File: src/hdl/sft_pkg.sv
`default_nettype none

package sft_pkg;

  localparam int SFT_GRID_SIZE   = 8;
  localparam int SFT_SETUP_BYTES = 4;

  localparam logic [7:0] HDR_SETUP = 8'h56;
  localparam logic [7:0] HDR_IMAGE = 8'h89;
  localparam logic [7:0] WB_FLAG   = 8'h80;
  localparam logic [7:0] WB_MAX    = 8'h3F;

  localparam logic [2:0] OP_TICK  = 3'd0;
  localparam logic [2:0] OP_WRITE = 3'd1;
  localparam logic [2:0] OP_IMAGE = 3'd2;
  localparam logic [2:0] OP_WB    = 3'd3;
  localparam logic [2:0] OP_SLEEP = 3'd4;
  localparam logic [2:0] OP_WAKE  = 3'd5;

  localparam int         CFG_IDX_W  = 1;
  localparam logic [0:0] REG_ORIENT = 1'd0;
  localparam logic [0:0] REG_SLEEP  = 1'd1;

  typedef enum logic [2:0] {
    PH_IDLE  = 3'd0,
    PH_FIRST = 3'd1,
    PH_SLOT  = 3'd2,
    PH_LINE  = 3'd3,
    PH_SETUP = 3'd4,
    PH_END   = 3'd5,
    PH_SENT  = 3'd6
  } phase_t;

  typedef struct packed {
    logic       ready_out;
    logic       tx_valid;
    logic [7:0] tx_byte;
    logic       pix_sel;
    logic [2:0] phase;
    logic       sleeping;
  } res_t;

endpackage

`default_nettype wire

File: src/hdl/sft_ctrl.sv
`default_nettype none

module sft_ctrl
  import sft_pkg::*;
#(
  parameter int GRID_SIZE   = SFT_GRID_SIZE,
  parameter int SETUP_BYTES = SFT_SETUP_BYTES,
  parameter int ADDR_W      = $clog2(GRID_SIZE * GRID_SIZE * 3)
) (
  input  wire logic                 clk,
  input  wire logic                 rst_n,
  input  wire logic                 fire,
  input  wire logic [2:0]           op,
  input  wire logic                 rdy,
  input  wire logic                 empty,
  input  wire logic [7:0]           red_level,
  input  wire logic [7:0]           green_level,
  input  wire logic [7:0]           blue_level,
  input  wire logic                 cfg_we,
  input  wire logic [CFG_IDX_W-1:0] cfg_idx,
  input  wire logic [31:0]          cfg_wdata,
  output res_t                      res,
  output logic                      rd_en,
  output logic [ADDR_W-1:0]         rd_addr
);

  localparam int LCW = $clog2(GRID_SIZE + 1);
  localparam int CW  = $clog2(GRID_SIZE);
  localparam int SIW = $clog2(SETUP_BYTES + 1);
  localparam logic [LCW-1:0] TOP = LCW'(GRID_SIZE - 1);

  phase_t         state_r, state_nxt;
  logic [LCW-1:0] line_r, line_nxt;
  logic [CW-1:0]  col_r, col_nxt;
  logic [1:0]     ch_r, ch_nxt;
  logic [SIW-1:0] idx_r, idx_nxt;
  logic [SIW-1:0] idx_evt;
  logic           img_r, img_nxt;
  logic           set_r, set_nxt;
  logic           asleep_r, asleep_nxt;
  logic [7:0]     bytes_r [SETUP_BYTES];
  logic [7:0]     bytes_nxt [SETUP_BYTES];
  logic [1:0]     orient_r;
  logic [31:0]    sleep_pat_r;
  logic [7:0]     lv [3];
  logic [7:0]     setup_byte;
  logic [LCW-1:0] rot_r, rot_k, ext_col;
  logic           pix_oob;

  assign lv[0] = red_level;
  assign lv[1] = green_level;
  assign lv[2] = blue_level;

  // rotated read position from the line and column counters
  assign ext_col = LCW'(col_r);
  assign pix_oob = (32'(line_r) >= GRID_SIZE);

  always_comb begin
    case (orient_r)
      2'd1: begin
        rot_r = TOP - ext_col;
        rot_k = line_r;
      end
      2'd2: begin
        rot_r = TOP - line_r;
        rot_k = TOP - ext_col;
      end
      2'd3: begin
        rot_r = ext_col;
        rot_k = TOP - line_r;
      end
      default: begin
        rot_r = line_r;
        rot_k = ext_col;
      end
    endcase
  end

  assign rd_addr = ADDR_W'((ADDR_W'(rot_r) * ADDR_W'(GRID_SIZE) + ADDR_W'(rot_k)) * ADDR_W'(3)
                           + ADDR_W'(ch_r));

  // setup index as left by this beat's request, before the send advances it
  assign idx_evt = (op == OP_WB || op == OP_SLEEP) ? '0 : idx_r;

  always_comb begin
    setup_byte = 8'd0;
    for (int i = 0; i < SETUP_BYTES; i++) begin
      if (32'(idx_evt) == i) begin
        setup_byte = bytes_nxt[i];
      end
    end
  end

  always_comb begin
    state_nxt  = state_r;
    line_nxt   = line_r;
    col_nxt    = col_r;
    ch_nxt     = ch_r;
    idx_nxt    = idx_r;
    img_nxt    = img_r;
    set_nxt    = set_r;
    asleep_nxt = asleep_r;
    bytes_nxt  = bytes_r;
    res        = '0;
    rd_en      = 1'b0;

    if (op == OP_WAKE) begin
      asleep_nxt    = 1'b0;
      res.ready_out = 1'b1;
    end else begin
      case (op)
        OP_IMAGE: begin
          img_nxt = 1'b1;
        end
        OP_WB: begin
          idx_nxt      = '0;
          bytes_nxt[0] = bytes_r[0] | WB_FLAG;
          for (int i = 1; i < SETUP_BYTES; i++) begin
            if (i < 4) begin
              bytes_nxt[i] = lv[(i + 2) % 3];
            end
          end
          set_nxt = 1'b1;
        end
        OP_SLEEP: begin
          idx_nxt = '0;
          for (int i = 0; i < SETUP_BYTES; i++) begin
            if (i < 4) begin
              bytes_nxt[i] = sleep_pat_r[8*(i%4) +: 8];
            end else begin
              bytes_nxt[i] = 8'd0;
            end
          end
          set_nxt = 1'b1;
        end
        default: begin
        end
      endcase

      if (!asleep_r) begin
        res.ready_out = 1'b1;
        case (state_r)
          PH_IDLE: begin
            res.ready_out = 1'b0;
            if ((img_nxt || set_nxt) && rdy) begin
              state_nxt = PH_FIRST;
            end
          end
          PH_FIRST: begin
            if (!rdy && empty) begin
              res.tx_valid = 1'b1;
              if (set_nxt) begin
                set_nxt     = 1'b0;
                res.tx_byte = HDR_SETUP;
                state_nxt   = PH_SETUP;
              end else begin
                img_nxt     = 1'b0;
                res.tx_byte = HDR_IMAGE;
                state_nxt   = PH_LINE;
              end
            end
          end
          PH_SLOT: begin
            if (!rdy) begin
              state_nxt = PH_LINE;
            end
          end
          PH_LINE: begin
            if (empty) begin
              res.tx_valid = 1'b1;
              res.pix_sel  = !pix_oob;
              rd_en        = !pix_oob;
              if (ch_r == 2'd2) begin
                ch_nxt = 2'd0;
                if (32'(col_r) == GRID_SIZE - 1) begin
                  col_nxt   = '0;
                  line_nxt  = line_r + 1'b1;
                  state_nxt = PH_END;
                end else begin
                  col_nxt = col_r + 1'b1;
                end
              end else begin
                ch_nxt = ch_r + 2'd1;
              end
            end
          end
          PH_SETUP: begin
            if (empty) begin
              res.tx_valid = 1'b1;
              res.tx_byte  = setup_byte;
              idx_nxt      = idx_nxt + 1'b1;
              if (32'(idx_nxt) >= SETUP_BYTES) begin
                line_nxt = LCW'(GRID_SIZE);
                if (bytes_nxt[0] == sleep_pat_r[7:0]) begin
                  state_nxt = PH_SENT;
                end else begin
                  state_nxt = PH_END;
                end
              end
            end
          end
          PH_END: begin
            if (rdy) begin
              if (32'(line_r) >= GRID_SIZE) begin
                line_nxt      = '0;
                idx_nxt       = '0;
                res.ready_out = 1'b0;
                state_nxt     = PH_IDLE;
              end else begin
                state_nxt = PH_SLOT;
              end
            end
          end
          PH_SENT: begin
            if (empty) begin
              asleep_nxt = 1'b1;
              line_nxt   = '0;
              idx_nxt    = '0;
              state_nxt  = PH_IDLE;
            end
          end
          default: begin
            res.ready_out = 1'b0;
            line_nxt      = '0;
            col_nxt       = '0;
            ch_nxt        = '0;
            idx_nxt       = '0;
            state_nxt     = PH_IDLE;
          end
        endcase
      end
    end

    res.sleeping = asleep_nxt;
    res.phase    = asleep_nxt ? PH_IDLE : state_nxt;
  end

  always_ff @(posedge clk) begin
    if (!rst_n) begin
      state_r     <= PH_IDLE;
      line_r      <= '0;
      col_r       <= '0;
      ch_r        <= '0;
      idx_r       <= '0;
      img_r       <= 1'b0;
      set_r       <= 1'b0;
      asleep_r    <= 1'b0;
      orient_r    <= '0;
      sleep_pat_r <= '0;
      for (int i = 0; i < SETUP_BYTES; i++) begin
        bytes_r[i] <= 8'd0;
      end
    end else begin
      if (fire) begin
        state_r  <= state_nxt;
        line_r   <= line_nxt;
        col_r    <= col_nxt;
        ch_r     <= ch_nxt;
        idx_r    <= idx_nxt;
        img_r    <= img_nxt;
        set_r    <= set_nxt;
        asleep_r <= asleep_nxt;
        bytes_r  <= bytes_nxt;
      end
      if (cfg_we) begin
        case (cfg_idx)
          REG_ORIENT: orient_r    <= cfg_wdata[1:0];
          REG_SLEEP:  sleep_pat_r <= cfg_wdata;
          default: begin
          end
        endcase
      end
    end
  end

endmodule

`default_nettype wire

File: src/hdl/slot_frame_transmitter_top.sv
// channel | dir | tvalid/tready       | payload
// in      | in  | in_tvalid/in_tready | tuser operation, tdata 42 bits in 48
// out     | out | out_tvalid/out_tready | tdata 14 bits in 16, one beat per in beat
// cfg     | in  | cfg_valid/cfg_ready | cfg_index, cfg_data; cfg_ready always high
//
// one beat per cycle but for back-pressure; results show the cycle after acceptance
// the pixel store is a single-port-write, single-read memory with registered read;
// a write and a pixel read of the same entry in one beat are forwarded
// in_tready follows out_tready while the output register is full
// synchronous active-low reset clears all control state; the pixel store is not cleared
`default_nettype none

module slot_frame_transmitter_top
  import sft_pkg::*;
#(
  parameter int GRID_SIZE   = SFT_GRID_SIZE,
  parameter int SETUP_BYTES = SFT_SETUP_BYTES
) (
  input  wire logic                 clk,
  input  wire logic                 rst_n,
  input  wire logic                 in_tvalid,
  output logic                      in_tready,
  // operation
  input  wire logic [2:0]           in_tuser,
  // ready_in, tx_empty, row[3], column[3], channel[2], pixel_value[8],
  // red_level[8], green_level[8], blue_level[8], zero pad
  input  wire logic [47:0]          in_tdata,
  output logic                      out_tvalid,
  input  wire logic                 out_tready,
  // ready_out, tx_valid, tx_byte[8], phase[3], sleeping, zero pad
  output logic [15:0]               out_tdata,
  input  wire logic                 cfg_valid,
  output logic                      cfg_ready,
  input  wire logic [CFG_IDX_W-1:0] cfg_index,
  input  wire logic [31:0]          cfg_data
);

  localparam int DEPTH  = GRID_SIZE * GRID_SIZE * 3;
  localparam int ADDR_W = $clog2(DEPTH);

  logic              in_fire;
  res_t              res;
  res_t              res_r;
  logic              out_valid_r;
  logic              rd_en;
  logic [ADDR_W-1:0] rd_addr;
  logic              wr_en;
  logic [ADDR_W-1:0] wr_addr;
  logic [2:0]        wr_row, wr_col;
  logic [1:0]        wr_ch;
  logic [7:0]        wr_data;
  logic [7:0]        mem [DEPTH];
  logic [7:0]        rdata_r;
  logic              fwd_r;
  logic [7:0]        fwd_data_r;
  logic [7:0]        tx_byte;

  assign in_tready = !out_valid_r || out_tready;
  assign in_fire   = in_tvalid && in_tready;
  assign cfg_ready = 1'b1;

  sft_ctrl #(
    .GRID_SIZE  (GRID_SIZE),
    .SETUP_BYTES(SETUP_BYTES),
    .ADDR_W     (ADDR_W)
  ) u_ctrl (
    .clk        (clk),
    .rst_n      (rst_n),
    .fire       (in_fire),
    .op         (in_tuser),
    .rdy        (in_tdata[0]),
    .empty      (in_tdata[1]),
    .red_level  (in_tdata[25:18]),
    .green_level(in_tdata[33:26]),
    .blue_level (in_tdata[41:34]),
    .cfg_we     (cfg_valid && cfg_ready),
    .cfg_idx    (cfg_index),
    .cfg_wdata  (cfg_data),
    .res        (res),
    .rd_en      (rd_en),
    .rd_addr    (rd_addr)
  );

  assign wr_row  = in_tdata[4:2];
  assign wr_col  = in_tdata[7:5];
  assign wr_ch   = in_tdata[9:8];
  assign wr_data = in_tdata[17:10];
  assign wr_en   = in_fire && (in_tuser == OP_WRITE) && (32'(wr_row) < GRID_SIZE)
                   && (32'(wr_col) < GRID_SIZE) && (wr_ch < 2'd3);
  assign wr_addr = ADDR_W'((ADDR_W'(wr_row) * ADDR_W'(GRID_SIZE) + ADDR_W'(wr_col))
                           * ADDR_W'(3) + ADDR_W'(wr_ch));

  always_ff @(posedge clk) begin
    if (wr_en) begin
      mem[wr_addr] <= wr_data;
    end
    if (in_fire && rd_en) begin
      rdata_r    <= mem[rd_addr];
      fwd_r      <= wr_en && (wr_addr == rd_addr);
      fwd_data_r <= wr_data;
    end
  end

  always_ff @(posedge clk) begin
    if (!rst_n) begin
      out_valid_r <= 1'b0;
    end else if (in_fire) begin
      out_valid_r <= 1'b1;
    end else if (out_tready) begin
      out_valid_r <= 1'b0;
    end
  end

  always_ff @(posedge clk) begin
    if (in_fire) begin
      res_r <= res;
    end
  end

  always_comb begin
    if (res_r.pix_sel) begin
      tx_byte = fwd_r ? fwd_data_r : rdata_r;
    end else begin
      tx_byte = res_r.tx_byte;
    end
  end

  assign out_tvalid = out_valid_r;
  assign out_tdata  = {2'b00, res_r.sleeping, res_r.phase, tx_byte,
                       res_r.tx_valid, res_r.ready_out};

  a_no_byte_when_full: assert property (@(posedge clk) disable iff (!rst_n)
    in_fire && !in_tdata[1] |=> !res_r.tx_valid)
    else $error("byte sent while transmitter full");

  a_forward: assert property (@(posedge clk) disable iff (!rst_n)
    in_fire && wr_en && rd_en && (wr_addr == rd_addr) |=> fwd_r)
    else $error("same-entry write not forwarded");

  a_pix_valid: assert property (@(posedge clk) disable iff (!rst_n)
    out_valid_r && res_r.pix_sel |-> res_r.tx_valid && !res_r.sleeping)
    else $error("pixel byte without a send");

  a_sleep_quiet: assert property (@(posedge clk) disable iff (!rst_n)
    out_valid_r && res_r.sleeping |-> !res_r.tx_valid && (res_r.phase == PH_IDLE))
    else $error("asleep but machine active");

endmodule

`default_nettype wire
File: config.mk
export PLATFORM = sky130hd
export DESIGN_NAME = slot_frame_transmitter_top
export DESIGN_NICKNAME = d
export VERILOG_FILES = /design/src/hdl/sft_pkg.sv /design/src/hdl/sft_ctrl.sv /design/src/hdl/slot_frame_transmitter_top.sv
export SDC_FILE = /design/constraint.sdc
export NUM_CORES = 2
export LEC_CHECK = 0
export BUFFER_PORTS_ARGS = -buffer_cell sky130_fd_sc_hd__buf_2
export CORE_ASPECT_RATIO = 0.75
export CORE_MARGIN = 2
export CORE_UTILIZATION = 35
export CTS_CLUSTER_DIAMETER = 50
export DETAILED_ROUTE_END_ITERATION = 8
export SLEW_MARGIN = 30
export SYNTH_ARGS = -nofsm -noshare
export SYNTH_HDL_FRONTEND = slang
export SYNTH_HIERARCHICAL = 1
export SYNTH_SLANG_ARGS = --single-unit
File: constraint.sdc
create_clock -name clk -period 7.2 [get_ports clk]
set_input_delay 0.36 -clock clk [delete_from_list [all_inputs] [get_ports clk]]
set_output_delay 0.36 -clock clk [all_outputs]
set_load 0.03 [all_outputs]
# Yosys cells after proc, flatten, opt, wreduce, memory -nomap -nowiden
# Memories as Yosys holds them, arrays and structs flattened. A register that Yosys moved wholly into a read port is not among the register bits.
# Cells that the tools add are included.
# W data, S select, Z words.
dict set report totals {
  out_inout_bits 19
  inputBits 89
  romBits 0
  latchBits 0
  register_bits 109
  mem_count 1
  ramBits 1536
}
# name depth width rd rd_clocked_by_memory_dff wr line_no
set mem_list {}
lappend mem_list {mem 192 8 1 1 1 slot_frame_transmitter_top.sv:52} ;# logic [7:0] mem [DEPTH];
dict set report classes {
  mux 84
  n_mul 2
  bitwise 5
  n_lt_le_gt_ge 3
  addsub 10
  n_div 0
  eq_ne 29
  reduce_logical 28
  n_shift 0
}
# operator count
set op_table {}
lappend op_table {{$mux W3} 24}
lappend op_table {{$mux W32} 2}
lappend op_table {{$pmux W32 S2} 1}
lappend op_table {{$mux W8} 7}
lappend op_table {{$mux W4} 8}
lappend op_table {{$mux W1} 25}
lappend op_table {{$pmux W4 S3} 2}
lappend op_table {{$pmux W3 S7} 1}
lappend op_table {{$pmux W4 S5} 1}
lappend op_table {{$eq A3 B2 Y1 const B} 6}
lappend op_table {{$eq A3 B3 Y1 const B} 6}
lappend op_table {{$mux W9} 2}
lappend op_table {{$add A8 B2 Y8} 2}
lappend op_table {{$eq A8 B8 Y1} 2}
lappend op_table {{$pmux W8 S2} 1}
lappend op_table {{$pmux W3 S4} 1}
lappend op_table {{$reduce_and A12 Y1} 1}
lappend op_table {{$mux W11} 1}
lappend op_table {{$eq A3 B1 Y1 const B} 3}
lappend op_table {{$add A7 B4 Y8} 1}
lappend op_table {{$mul A7 B2 Y8 const B} 1}
lappend op_table {{$mul A8 B2 Y8 const B} 1}
lappend op_table {{$mux W2} 4}
lappend op_table {{$ne A2 B1 Y1 const B} 4}
lappend op_table {{other kinds (30)} 54}

# Longest topological paths before layout
dict set report logic_depth {
  word_depth 11
  mapped_depth 20
}

# Hierarchy
# The synthesis kept the hierarchy.
# mod cells_each area_per_inst_um2 n_inst
set modules_own_cells {}
lappend modules_own_cells {slot_frame_transmitter_top 3023 62229.7 1}
lappend modules_own_cells {sft_ctrl 753 5695.5 1}

# Least setup slack after synthesis
# Ideal clock, no wire load.
dict set report synth_path {
  path_type {reg-to-reg}
  start {reg u_ctrl.orient_r[0]}
  end {reg rdata_r[6] (read register of mem) (data pin)}
  stages_incl_launch_ff 19
  setup_slack_ps 2827
  arrival_time_ps 4104
  path_cell_list {dfxtp_1 -> clkbuf_1 -> mux2i_1 -> xnor2_1 -> inv_1 -> fa_1 -> inv_1 -> ha_1 -> inv_1 -> fa_1 -> nor2b_1 -> o21ai_0 -> a21oi_1 -> clkbuf_1 -> buf_1 -> mux4_2 -> and2_1 -> o221ai_1 -> nand4_1}
}
dict set report synth_between {
  elab_chain_len 5
  word_cells_on_any_way 8
}
# item line_no
set synth_lines {}
lappend synth_lines {{from (decl)} sft_ctrl.sv:43} ;# logic [1:0] orient_r;
lappend synth_lines {{from (signal assigned)} sft_ctrl.sv:267} ;# REG_ORIENT: orient_r <= cfg_wdata[1:0];
lappend synth_lines {{$eq A2 B2 Y1 / $eq A2 B1 Y1 (equally long branches)} sft_ctrl.sv:59} ;# case (orient_r)
lappend synth_lines {{$pmux W4 S3} sft_ctrl.sv:59}
lappend synth_lines {{$add A7 B4 Y8 *} sft_ctrl.sv:79} ;# assign rd_addr = ADDR_W'((ADDR_W'(rot_r) * ADDR_W'(GRID_SIZE) + ADDR_W'(rot_k)) * ADDR_W'(3)
lappend synth_lines {{$mul A8 B2 Y8 *} sft_ctrl.sv:79}
lappend synth_lines {{$add A8 B2 Y8 *} sft_ctrl.sv:80} ;# + ADDR_W'(ch_r));
lappend synth_lines {{net rd_addr[5]} slot_frame_transmitter_top.sv:46} ;# logic [ADDR_W-1:0] rd_addr;
lappend synth_lines {{to (decl)} slot_frame_transmitter_top.sv:53} ;# logic [7:0] rdata_r;
# Mark *: on every way through the listed nets, which the timed path passes. The rest lies on a longest branch.
# A chain may end at the register's enable or synchronous reset.

# Worst setup path in the final report
dict set report layout_path {
  start {reg u_ctrl.orient_r[0]}
  end {reg rdata_r[7] (read register of mem) (data pin)}
}
# Same word-level chain as after synthesis.

==> impl_summary.txt <==
----------------------------------------------------
[Run status]
  Status ... completed

[Global routing]
  Number of global-route vias before repair ... about 35000
  Total gr overflow ... 0
  Global-route wire length before repair ... ~250 mm
  Largest net degree at the start of global routing ... 123
  Initial antenna violation count ... 7
  Gr usage total ... 17.1%

[Synth]
  Cell types occupying the most area after synthesis ... sky130_fd_sc_hd__edfxtp_1 (69%), sky130_fd_sc_hd__mux4_2 (11%), sky130_fd_sc_hd__mux2i_1 (3.0%), sky130_fd_sc_hd__dfxtp_1 (2.5%), sky130_fd_sc_hd__nor4_1 (1.8%)
  Library cell with the largest summed area after synthesis ... sky130_fd_sc_hd__edfxtp_1
  Synthesized area per cell ... approximately 18 sq um
  Top cell type's share of synthesized area ... between 60% and 70%
  Most frequently used flop master after synthesis ... sky130_fd_sc_hd__edfxtp_1
  Total standard cell area after synthesis ... a little under 70000 sq um
  Number of synthesized register bits ... between 1500 and 2000
  Number of standard cells after synthesis ... between 3000 and 4000
  Sequential share of the synthesized area ... between 70 and 80%
  Cell with the most instances after synthesis ... sky130_fd_sc_hd__edfxtp_1
  Share of flip-flops with an asynchronous set or reset ... 0%
  Post-synth top cells ... sky130_fd_sc_hd__edfxtp_1 (1568), sky130_fd_sc_hd__mux4_2 (335), sky130_fd_sc_hd__mux2i_1 (204), sky130_fd_sc_hd__nand2_1 (204), sky130_fd_sc_hd__nor4_1 (195)
  Synthesis Warnings ... 6
  Number of distinct library cells after synthesis ... 83
  Number of flops mapped to enable cells by yosys ... ~1600

[CTS]
  Insertion delay of the later-clocked pin in the worst-skew pair ... a little under 0.8 ns
  Level count of the clock H-tree ... 4
  Clock tree from TritonCTS ... yes
  Post-CTS Setup Inserts ... 0
  CTS Buf Count ... ~150
  Count of instances resized after the clock tree is built ... 0
  Bufs on Longest Clock Path ... 3
  Hold-fix buffer count after cts ... 38
  Root Buffer Master ... sky130_fd_sc_hd__clkbuf_16
  Clock transition at the registers of the reported paths ... roughly 0.070 ns
  Number of sinks driven by the clock tree ... between 1500 and 2000

[Critical path]
  Category of the worst setup path launch point ... flip-flop
  Highest net fanout along the worst path ... 16
  Worst path most repeated cell ... sky130_fd_sc_hd__inv_1
  Arrival time reported for the critical path endpoint ... approximately 6.3 ns
  Cell depth of the worst flop-to-flop path ... 16
  Critical path required time ... roughly 7.7 ns
  Reg2reg start ... u_ctrl/orient_r[0]$_SDFFE_PN0P_
  Cell with the biggest individual delay on the critical path ... sky130_fd_sc_hd__xnor2_2
  Critical register-to-register path endpoint ... rdata_r[7]$_DFFE_PP_
  Worst setup slack for register-to-register paths ... ~1.4 ns
  Setup Crit Path Kind ... reg2reg
  Critical Path End Type ... flip-flop
  CP max stage delay ... approximately 0.76 ns
  Cells along the critical path ... mux2i_1 -> xnor2_1 -> inv_1 -> fa_1 -> inv_1 -> ha_4 -> inv_1 -> fa_1 -> xnor2_2 -> buf_4 -> nand2b_1 -> nor2_1 -> a22oi_1 -> o2111ai_1 -> a32oi_1 -> o211ai_1

[Placed design]
  Placement Setup Slack ... around 1.6 ns
  Buffers added on ports ... 98
  Placed cell count ... ~6300
  DP Area ... around 73000 sq um
  Half-perimeter wire length after detailed placement ... about 110 mm
  Final GP Congestion ... between 0.8 and 0.9

[Timing]
  Fraction of the cycle the final worst path needs ... between 80% and 90%
  Worst hold slack after final layout ... ~0.054 ns
  Unrepaired setup endpoints after global routing ... no
  Total negative slack for setup checks ... 0 ns
  Headroom to the max-slew limit ... a little over a quarter
  Number of hold violations in the final report ... 0
  Number of failing setup endpoints in the final timing report ... 0
  Transition time of the tightest slew-check pin ... approximately 1.1 ns
  Count of final max-slew check failures ... 0
  Crit path setup slack, layout ... around 1.4 ns
  Worst-case clock skew ... approximately 0.025 ns
  Post-layout minimum cycle time ... 5.76 ns
  Timing-limited maximum frequency ... about 170 MHz

[Floorplan]
  Site row count ... about 140
  DIE AREA ... 198000 sq um
  Core area ... a little under 200000 sq um
  Ports placed on the boundary ... around 110
  Initial core utilization ... roughly 35%
  Die W ... between 500 and 600 microns
  Die Span Y ... roughly 390 microns

[Run]
  Total of max-cap violations ... 0

[Power]
  Static Leak ... 23.8 nW
  Switching power share of the total ... ~25%
  Worst VDD drop ... around 0.00026 V
  Portion of total power attributed to combinational logic ... between 10 and 15%
  Share of total power in the clock network ... just under 40%
  Ratio of total power to cell area ... approximately 270 nW/um^2
  Cell internal pwr ... approximately 0.016 W
  Net switching power of the design ... about 0.0052 W
  Sequential power share ... 50.5%

[Hold path]
  Worst hold path depth ... 1
  Worst min-delay path endpoint ... mem[182][0]$_DFFE_PP_
  Hold_sp ... in_tdata[10]
  Hold WC Path Type ... in2reg

[Layout]
  Multi-input logic area ... around 19000 sq um
  Area of all placed cells without fillers ... 78800 sq um
  Area occupied by registers ... 48800 sq um
  Number of nets at the end of the flow ... 4063
  Layout cells sized above 1 ... ~25%
  Synth-to-layout area growth ... 16.0%
  Non-filler cells, final ... 6597
  Layout filler cell count ... between 15000 and 20000

[Routing]
  Routed wirelength normalized by instance count ... approximately 26 microns
  Final antenna-violating net count ... 0
  Detailed Route WL ... between 150 and 200 mm
  Routed via count divided by cell count ... approximately 5.6
  DR pass1 iterations ... 6
  Number of design rule violations left after detail routing ... 0
  Number of DRC markers in iteration 0 ... a little under 5000
  Total via count after detailed routing ... roughly 37000

----------------------------------------------------
==> kinds of logic after synthesis <==
family	share of synthesized area, %
multiplexers	14.5
adder cells (fa/ha/maj)	0.744
other	0.0111
AND/OR/NAND/NOR	5.41
AO/OA/AOI/OAI	4.61
buffers and inverters	2.44
flip-flops	71.8
XOR/XNOR	0.479
==> layer usage <==
metal	part of all wire, %	GRT usage [%]	wire, microns
met5	0.012	0	21
met1	47	27.0	79900
met3	9.0	3.01	15400
met4	2.0	4.29	3500
met2	42	24.1	72700
==> placed cells by master (no fill, tap or decap), types with 26 or more instances in the layout <==
| cell | count |
|---|---|
| sky130_fd_sc_hd__o22ai_1 | 32 |
| sky130_fd_sc_hd__o221ai_1 | 43 |
| sky130_fd_sc_hd__o211ai_1 | 26 |
| sky130_fd_sc_hd__nand3_1 | 44 |
| sky130_fd_sc_hd__dfxtp_1 | 85 |
| sky130_fd_sc_hd__nor2_1 | 78 |
| sky130_fd_sc_hd__nor4_4 | 110 |
| sky130_fd_sc_hd__clkinv_1 | 27 |
| sky130_fd_sc_hd__clkbuf_16 | 158 |
| sky130_fd_sc_hd__mux2i_1 | 204 |
| sky130_fd_sc_hd__a21oi_1 | 122 |
| sky130_fd_sc_hd__nor4_1 | 73 |
| sky130_fd_sc_hd__nand2_1 | 203 |
| sky130_fd_sc_hd__dlygate4sd3_1 | 39 |
| sky130_fd_sc_hd__buf_4 | 145 |
| sky130_fd_sc_hd__nor3b_1 | 26 |
| sky130_fd_sc_hd__edfxtp_1 | 1568 |
| sky130_fd_sc_hd__o21ai_0 | 56 |
| sky130_fd_sc_hd__mux4_2 | 335 |
| sky130_fd_sc_hd__a22oi_1 | 44 |
| sky130_fd_sc_hd__ha_1 | 32 |
| sky130_fd_sc_hd__buf_2 | 90 |
| sky130_fd_sc_hd__clkbuf_1 | 36 |
| sky130_fd_sc_hd__inv_1 | 34 |
| sky130_fd_sc_hd__nor3_1 | 26 |
==> worst max-delay path, delay by kind of cell, from the launching register on <==
| family | cells | cell delay (ns) |
|---|---|---|
| AND/OR/NAND/NOR | 2 | 1.13 |
| adder cells (fa/ha/maj) | 3 | 0.99 |
| AO/OA/AOI/OAI | 4 | 0.98 |
| XOR/XNOR | 2 | 0.93 |
| buffers and inverters | 4 | 0.57 |
| flip-flops | 1 | 0.57 |
| multiplexers | 1 | 0.27 |
==> cell type report <==
class	instances	area share, %
Tap cell	2538	4.03
Antenna cell	1	0.00318
Sequential cell	1653	61.9
Timing Repair Buffer	301	3.00
Clock inverter	79	0.979
Clock buffer	196	5.23
Inverter	39	0.187
Multi-Input combinational cell	1790	24.6
==> flip-flops by register name (all words and copies together) (netlist names), 2 cells and up <==
register,cells
mem,1536
u_ctrl/bytes_r,32
u_ctrl/ch_r,2
u_ctrl/orient_r,2
u_ctrl/col_r,3
u_ctrl/state_r,3
fwd_data_r,8
u_ctrl/line_r,4
u_ctrl/idx_r,3
out_tdata,6
res_r,9
rdata_r,8
u_ctrl/sleep_pat_r,32
==> through the flow <==
stage | total power [W] | utilization, %
after floorplan | 0.0120 | -
after global placement | 0.0128 | 37.6
after detailed placement | 0.0130 | 38.1
after CTS | 0.0210 | 40.9
after global routing | 0.0215 | 41.0
final | 0.0209 | 41.0
==> power groups by stage <==
stage / clock network [W] / registers (W) / logic (W)
floorplan: 0 / 0.0108 / 0.00121
global route: 0.00857 / 0.0106 / 0.00242
CTS: 0.00820 / 0.0106 / 0.00226
global placement: 0 / 0.0108 / 0.00204
detailed placement: 0 / 0.0108 / 0.00224
finish: 0.00806 / 0.0106 / 0.00230
==> worst max path at each step <==
stage	start	end	slack, ns	depth (start not counted)
finish	u_ctrl/orient_r[0]$_SDFFE_PN0P_	rdata_r[7]$_DFFE_PP_	1.44	16
global route	u_ctrl/orient_r[0]$_SDFFE_PN0P_	rdata_r[4]$_DFFE_PP_	1.20	16
global placement	u_ctrl/orient_r[0]$_SDFFE_PN0P_	rdata_r[0]$_DFFE_PP_	1.61	15
CTS	u_ctrl/orient_r[0]$_SDFFE_PN0P_	rdata_r[4]$_DFFE_PP_	1.56	16
detailed placement	u_ctrl/orient_r[0]$_SDFFE_PN0P_	rdata_r[7]$_DFFE_PP_	1.59	16
floorplan	u_ctrl/orient_r[0]$_SDFFE_PN0P_	rdata_r[6]$_DFFE_PP_	2.83	18
(Power assumes the default switching activity.)
